File: src/rtl/core/cfx_pkg.sv
// ----------------------------------------------------------------------------
// cfx_pkg
// Shared types and opcode names for the complex fixed-point arithmetic unit.
// ----------------------------------------------------------------------------
package cfx_pkg;

    typedef enum logic [3:0] {
        OP_ADD   = 4'd0,
        OP_SUB   = 4'd1,
        OP_MUL   = 4'd2,
        OP_DIV   = 4'd3,
        OP_GT    = 4'd4,
        OP_EQ    = 4'd5,
        OP_NE    = 4'd6,
        OP_LT    = 4'd7,
        OP_GE    = 4'd8,
        OP_LE    = 4'd9,
        OP_SQMAG = 4'd10
    } t_op;

    // per-item control carried along the divider chain
    typedef struct packed {
        logic        vld;
        logic [3:0]  op;
        logic        dz;
        logic        cmp;
        logic        neg_re;
        logic        neg_im;
        logic [31:0] raw_re;
        logic [31:0] raw_im;
    } t_ctl;

endpackage

File: src/rtl/core/cfx_div_cell.sv
// ----------------------------------------------------------------------------
// cfx_div_cell
// One restoring-division step for both quotient lanes; one cell per quotient
// bit, registered toward the next cell.
// ----------------------------------------------------------------------------
module cfx_div_cell
    import cfx_pkg::*;
#(
    parameter int QW = 49,
    parameter int DW = 64
) (
    input  logic          i_clk,
    input  logic          i_rst_n,
    input  t_ctl          i_ctl,
    input  logic [DW-1:0] i_den,
    input  logic [DW:0]   i_rem_re,
    input  logic [DW:0]   i_rem_im,
    input  logic [QW-1:0] i_num_re,
    input  logic [QW-1:0] i_num_im,
    input  logic [QW-1:0] i_q_re,
    input  logic [QW-1:0] i_q_im,
    output t_ctl          o_ctl,
    output logic [DW-1:0] o_den,
    output logic [DW:0]   o_rem_re,
    output logic [DW:0]   o_rem_im,
    output logic [QW-1:0] o_num_re,
    output logic [QW-1:0] o_num_im,
    output logic [QW-1:0] o_q_re,
    output logic [QW-1:0] o_q_im
);

    logic [DW:0] n_sh_re, n_sh_im;
    logic [DW:0] n_rem_re, n_rem_im;
    logic        n_bit_re, n_bit_im;

    always_comb begin
        n_sh_re  = {i_rem_re[DW-1:0], i_num_re[QW-1]};
        n_sh_im  = {i_rem_im[DW-1:0], i_num_im[QW-1]};
        n_bit_re = n_sh_re >= {1'b0, i_den};
        n_bit_im = n_sh_im >= {1'b0, i_den};
        n_rem_re = n_bit_re ? n_sh_re - {1'b0, i_den} : n_sh_re;
        n_rem_im = n_bit_im ? n_sh_im - {1'b0, i_den} : n_sh_im;
    end

    always_ff @(posedge i_clk) begin
        if (!i_rst_n) begin
            o_ctl.vld <= 1'b0;
        end else begin
            o_ctl.vld <= i_ctl.vld;
        end
        o_ctl.op     <= i_ctl.op;
        o_ctl.dz     <= i_ctl.dz;
        o_ctl.cmp    <= i_ctl.cmp;
        o_ctl.neg_re <= i_ctl.neg_re;
        o_ctl.neg_im <= i_ctl.neg_im;
        o_ctl.raw_re <= i_ctl.raw_re;
        o_ctl.raw_im <= i_ctl.raw_im;
        o_den        <= i_den;
        o_rem_re     <= n_rem_re;
        o_rem_im     <= n_rem_im;
        o_num_re     <= {i_num_re[QW-2:0], 1'b0};
        o_num_im     <= {i_num_im[QW-2:0], 1'b0};
        o_q_re       <= {i_q_re[QW-2:0], n_bit_re};
        o_q_im       <= {i_q_im[QW-2:0], n_bit_im};
    end

endmodule

File: config.mk
export PLATFORM = sky130hd
export DESIGN_NAME = cfx_div_cell
export DESIGN_NICKNAME = d
export VERILOG_FILES = /design/src/rtl/core/cfx_pkg.sv /design/src/rtl/core/cfx_div_cell.sv
export SDC_FILE = /design/constraint.sdc
export NUM_CORES = 1
export LEC_CHECK = 0
export BUFFER_PORTS_ARGS = -buffer_cell sky130_fd_sc_hd__buf_2
export CORE_AREA = 2 2 363 365
export DETAILED_ROUTE_END_ITERATION = 6
export DIE_AREA = 0 0 365 367
export SLEW_MARGIN = 20
export SYNTH_ARGS = -nofsm -noshare
export SYNTH_HDL_FRONTEND = slang
export SYNTH_SLANG_ARGS = --single-unit
export TNS_END_PERCENT = 10
File: constraint.sdc
create_clock -name i_clk -period 3 [get_ports i_clk]
set_input_delay 0.3 -clock i_clk [delete_from_list [all_inputs] [get_ports i_clk]]
set_output_delay 0.3 -clock i_clk [all_outputs]
set_load 0.05 [all_outputs]
==> summary.md <==
| Metric | Value |
|---|---|
| Post-synthesis async set-or-reset flop share | `0%` |
| CTS tree | `built` |
| DRT Wirelength | `132,000 microns` |
| Cell Count, Final, Fillers Out | `5,736` |
| Number of synthesized register bits | `461` |
| Antenna violations before repair | `67` |
| Commonest non-fill, non-tap cells in the layout | `buf_2, buf_4, dfxtp_1, dlygate4sd3_1, a21oi_1` |
| Final setup viols | `0` |
| Residual DRC count | `0` |
| Vias | `22,600` |
| IO Port Bufs | `921` |
| Filler Cell Count | `14,000` |
| FP Rows | `133` |
| Post-Synthesis Cell Area | `0.0188 sq mm` |
| Synthesized area per cell | `9.38 sq um` |
| Placed cells | `5,137` |
| Max Cap Viol | `0` |
| Crit path launch type | `input pin` |
| Post-DP HPWL | `108,000 microns` |
| Nets@finish | `4,503` |
| Maximum clock rate | `337 MHz` |
| Pre-antenna DRT Iters | `7` |
| Crit path kind | `in -> reg` |
| GPL Wtd Cong | `0.901` |
| TritonCTS buffer count | `58` |
| Largest net degree at the start of global routing | `50` |
| RSZ-0062 raised after global routing | `true` |
| Post-DR vias/cell | `3.94` |
| VDD IR-drop max | `0.000522 V` |
| P per Cell Area | `602 mW/mm^2` |
| Count of pins over their slew limit | `0` |
| Root Driver | `clkbuf_16` |
| Routed len/inst | `23.0 microns` |
| Iter 0 DRT Violations | `1,248` |
| Min-Delay Path Class | `in -> reg` |
| CP Data Required Time | `3.58 ns` |
| Fin worst setup slack | `0.0283 ns` |
| Placement Setup Slack | `-0.871 ns` |
| Worst Path Max Fanout | `6` |
| Register area share after synthesis | `49.2%` |
| Starting Density | `14.4%` |
| Core Region | `0.130 sq mm` |
| Die footprint | `0.134 sq mm` |
| Crit path DAT | `3.55 ns` |
| First-pass GRT wire length | `175,000 microns` |
| Layout cell share with drive strength beyond 1 | `42.2%` |
| Crit path time final | `2.97 ns` |
| P&R area growth vs syn | `94.6%` |
| Status | `finished clean` |
| Dominant synthesized flop cell | `dfxtp_1` |
| GR Overflow Total | `0` |
| CTS max path bufs | `3` |
| Most common cell after layout, fill and taps aside | `buf_2` |
| Die height | `367 microns` |
| Least-Margin Pin Slew | `0.695 ns` |
| Post-route ant nets | `0` |
| Hold path startpoint | `i_rem_im[44]` |
| Yosys warning count | `0` |
| Crit share post-route | `99.1%` |
| Clock sinks | `461` |
| IO Pins | `928` |
| Cells after Synth | `2,002` |
| Final core occ | `28.0%` |
| CTS H-tree lvls | `2` |
| Die width | `365 microns` |
| Vias in the first global route | `23,000` |
| Netlist cell types | `79` |
| Pleak | `17.5 nW` |
| Worst rel slew slack | `53.1%` |
| Final Hold Viols | `0` |
| Worst hold margin | `0.0636 ns` |
| EDFF count, synth | `0` |
| Hold path depth | `4` |
| Endpoint class of the critical path | `flop` |
| Clock slew at reported path FFs | `0.06 ns` |
| GRT Util Overall | `18.6%` |
| Worst Hold End | `o_rem_im[45]` |
[per-layer routing]
| layer | share of wire [%] | wire length, microns | vias up | GRT usage, % |
|---|---|---|---|---|
| met5 | 0.16 | 213 | - | 0 |
| met4 | 4.1 | 5460 | 34 | 6.70 |
| met3 | 7.3 | 9620 | 227 | 4.67 |
| met2 | 51 | 67600 | 846 | 34.7 |
| met1 | 37 | 49100 | 10600 | 20.1 |
| li1 | - | - | 10900 | - |
[where the power goes]
part | switching, mW | internal [mW] | total [mW]
clock | 3.23 | 4.22 | 7.45
sequential | 0.215 | 6.74 | 6.95
combinational | 4.92 | 2.68 | 7.59
total | 8.36 | 13.6 | 22.0
[synthesized netlist by cell type, drive strengths merged (40+ instances only)]
cell type / count / area [sq um]
dfxtp: 461 / 9230
a21oi: 209 / 1050
nand2: 181 / 679
o21ai: 145 / 726
nor2: 130 / 488
ha: 128 / 1600
inv: 108 / 405
a21o: 62 / 465
xnor2: 57 / 499
xor2: 52 / 455
clkbuf: 47 / 176
buf: 40 / 262
[layout make-up]
type | instances | area [sq um] | area share, %
inverter | 108 | 414 | 1.13
clock buffer | 72 | 1650 | 4.50
antenna | 23 | 57.6 | 0.158
clock inverter | 38 | 393 | 1.08
multi-input combinational | 1348 | 9030 | 24.7
timing repair buffer | 1931 | 13600 | 37.1
tap | 1755 | 2200 | 6.01
sequential | 461 | 9230 | 25.3
[state kept, by name (all words and copies together) (netlist names)]
| signal | cells |
|---|---|
| o_ctl | 73 |
| o_den | 64 |
| o_num_im | 48 |
| o_num_re | 48 |
| o_q_im | 49 |
| o_q_re | 49 |
| o_rem_im | 65 |
| o_rem_re | 65 |
[metrics by stage]
stage / setup TNS (ns) / cell area, sq um / power (mW)
finish: 0 / 36500 / 22.0
global route: -0.478 / 36500 / 23.0
CTS: 0 / 35900 / 22.2
detailed placement: -88.31 / 29400 / 14.0
global placement: -81.86 / 29400 / 14.0
floorplan: 0 / 18800 / 11.0
[cell families (layout without fill, tap and decap cells)]
logic type | Yosys count | count (layout) | synth area share [%]
XOR/XNOR | 109 | 109 | 5.08
buffers and inverters | 195 | 2149 | 4.49
other | 1 | 25 | 0.0200
adder cells (fa/ha/maj) | 130 | 130 | 8.74
multiplexers | 5 | 5 | 0.313
AO/OA/AOI/OAI | 584 | 584 | 19.3
flip-flops | 461 | 461 | 49.2
AND/OR/NAND/NOR | 517 | 518 | 12.9
[what timing repair did]
action	4_1_cts	5_1_grt
endpoints found under the setup margin	60	120
pin swaps	0	17
hold endpoints to repair	444	1
resized for setup	4	76
hold buffers	444	1
cloned	0	8
setup buffers	0	14
[critical path, cell delays in order]
cell and delay, ns:
dlygate4sd3_1 0.57, buf_2 0.16, ha_1 0.38, nand2_1 0.12
nor3_1 0.22, buf_4 0.15, nand4_1 0.11, o2111a_2 0.33
nor4_4 0.33, a31oi_4 0.16, clkinv_4 0.17, buf_8 0.15
clkbuf_16 0.16, a21oi_1 0.07, buf_4 0.15
[how the worst max path moves through the flow]
stage	slack, ns	end	from	cells after the start
2_1_floorplan	0.10	o_rem_im[24]	i_den[38]	14
3_3_place_gp	-0.86	o_rem_im[17]	i_den[24]	14
3_5_place_dp	-0.87	o_rem_im[17]	i_den[24]	14
4_1_cts	0.01	o_rem_im[45]	i_den[46]	14
5_1_grt	-0.04	o_rem_re[20]	i_rem_re[36]	15
6_report	0.03	o_rem_re[19]	i_rem_re[36]	15
Power figures use the tool's default switching activity.
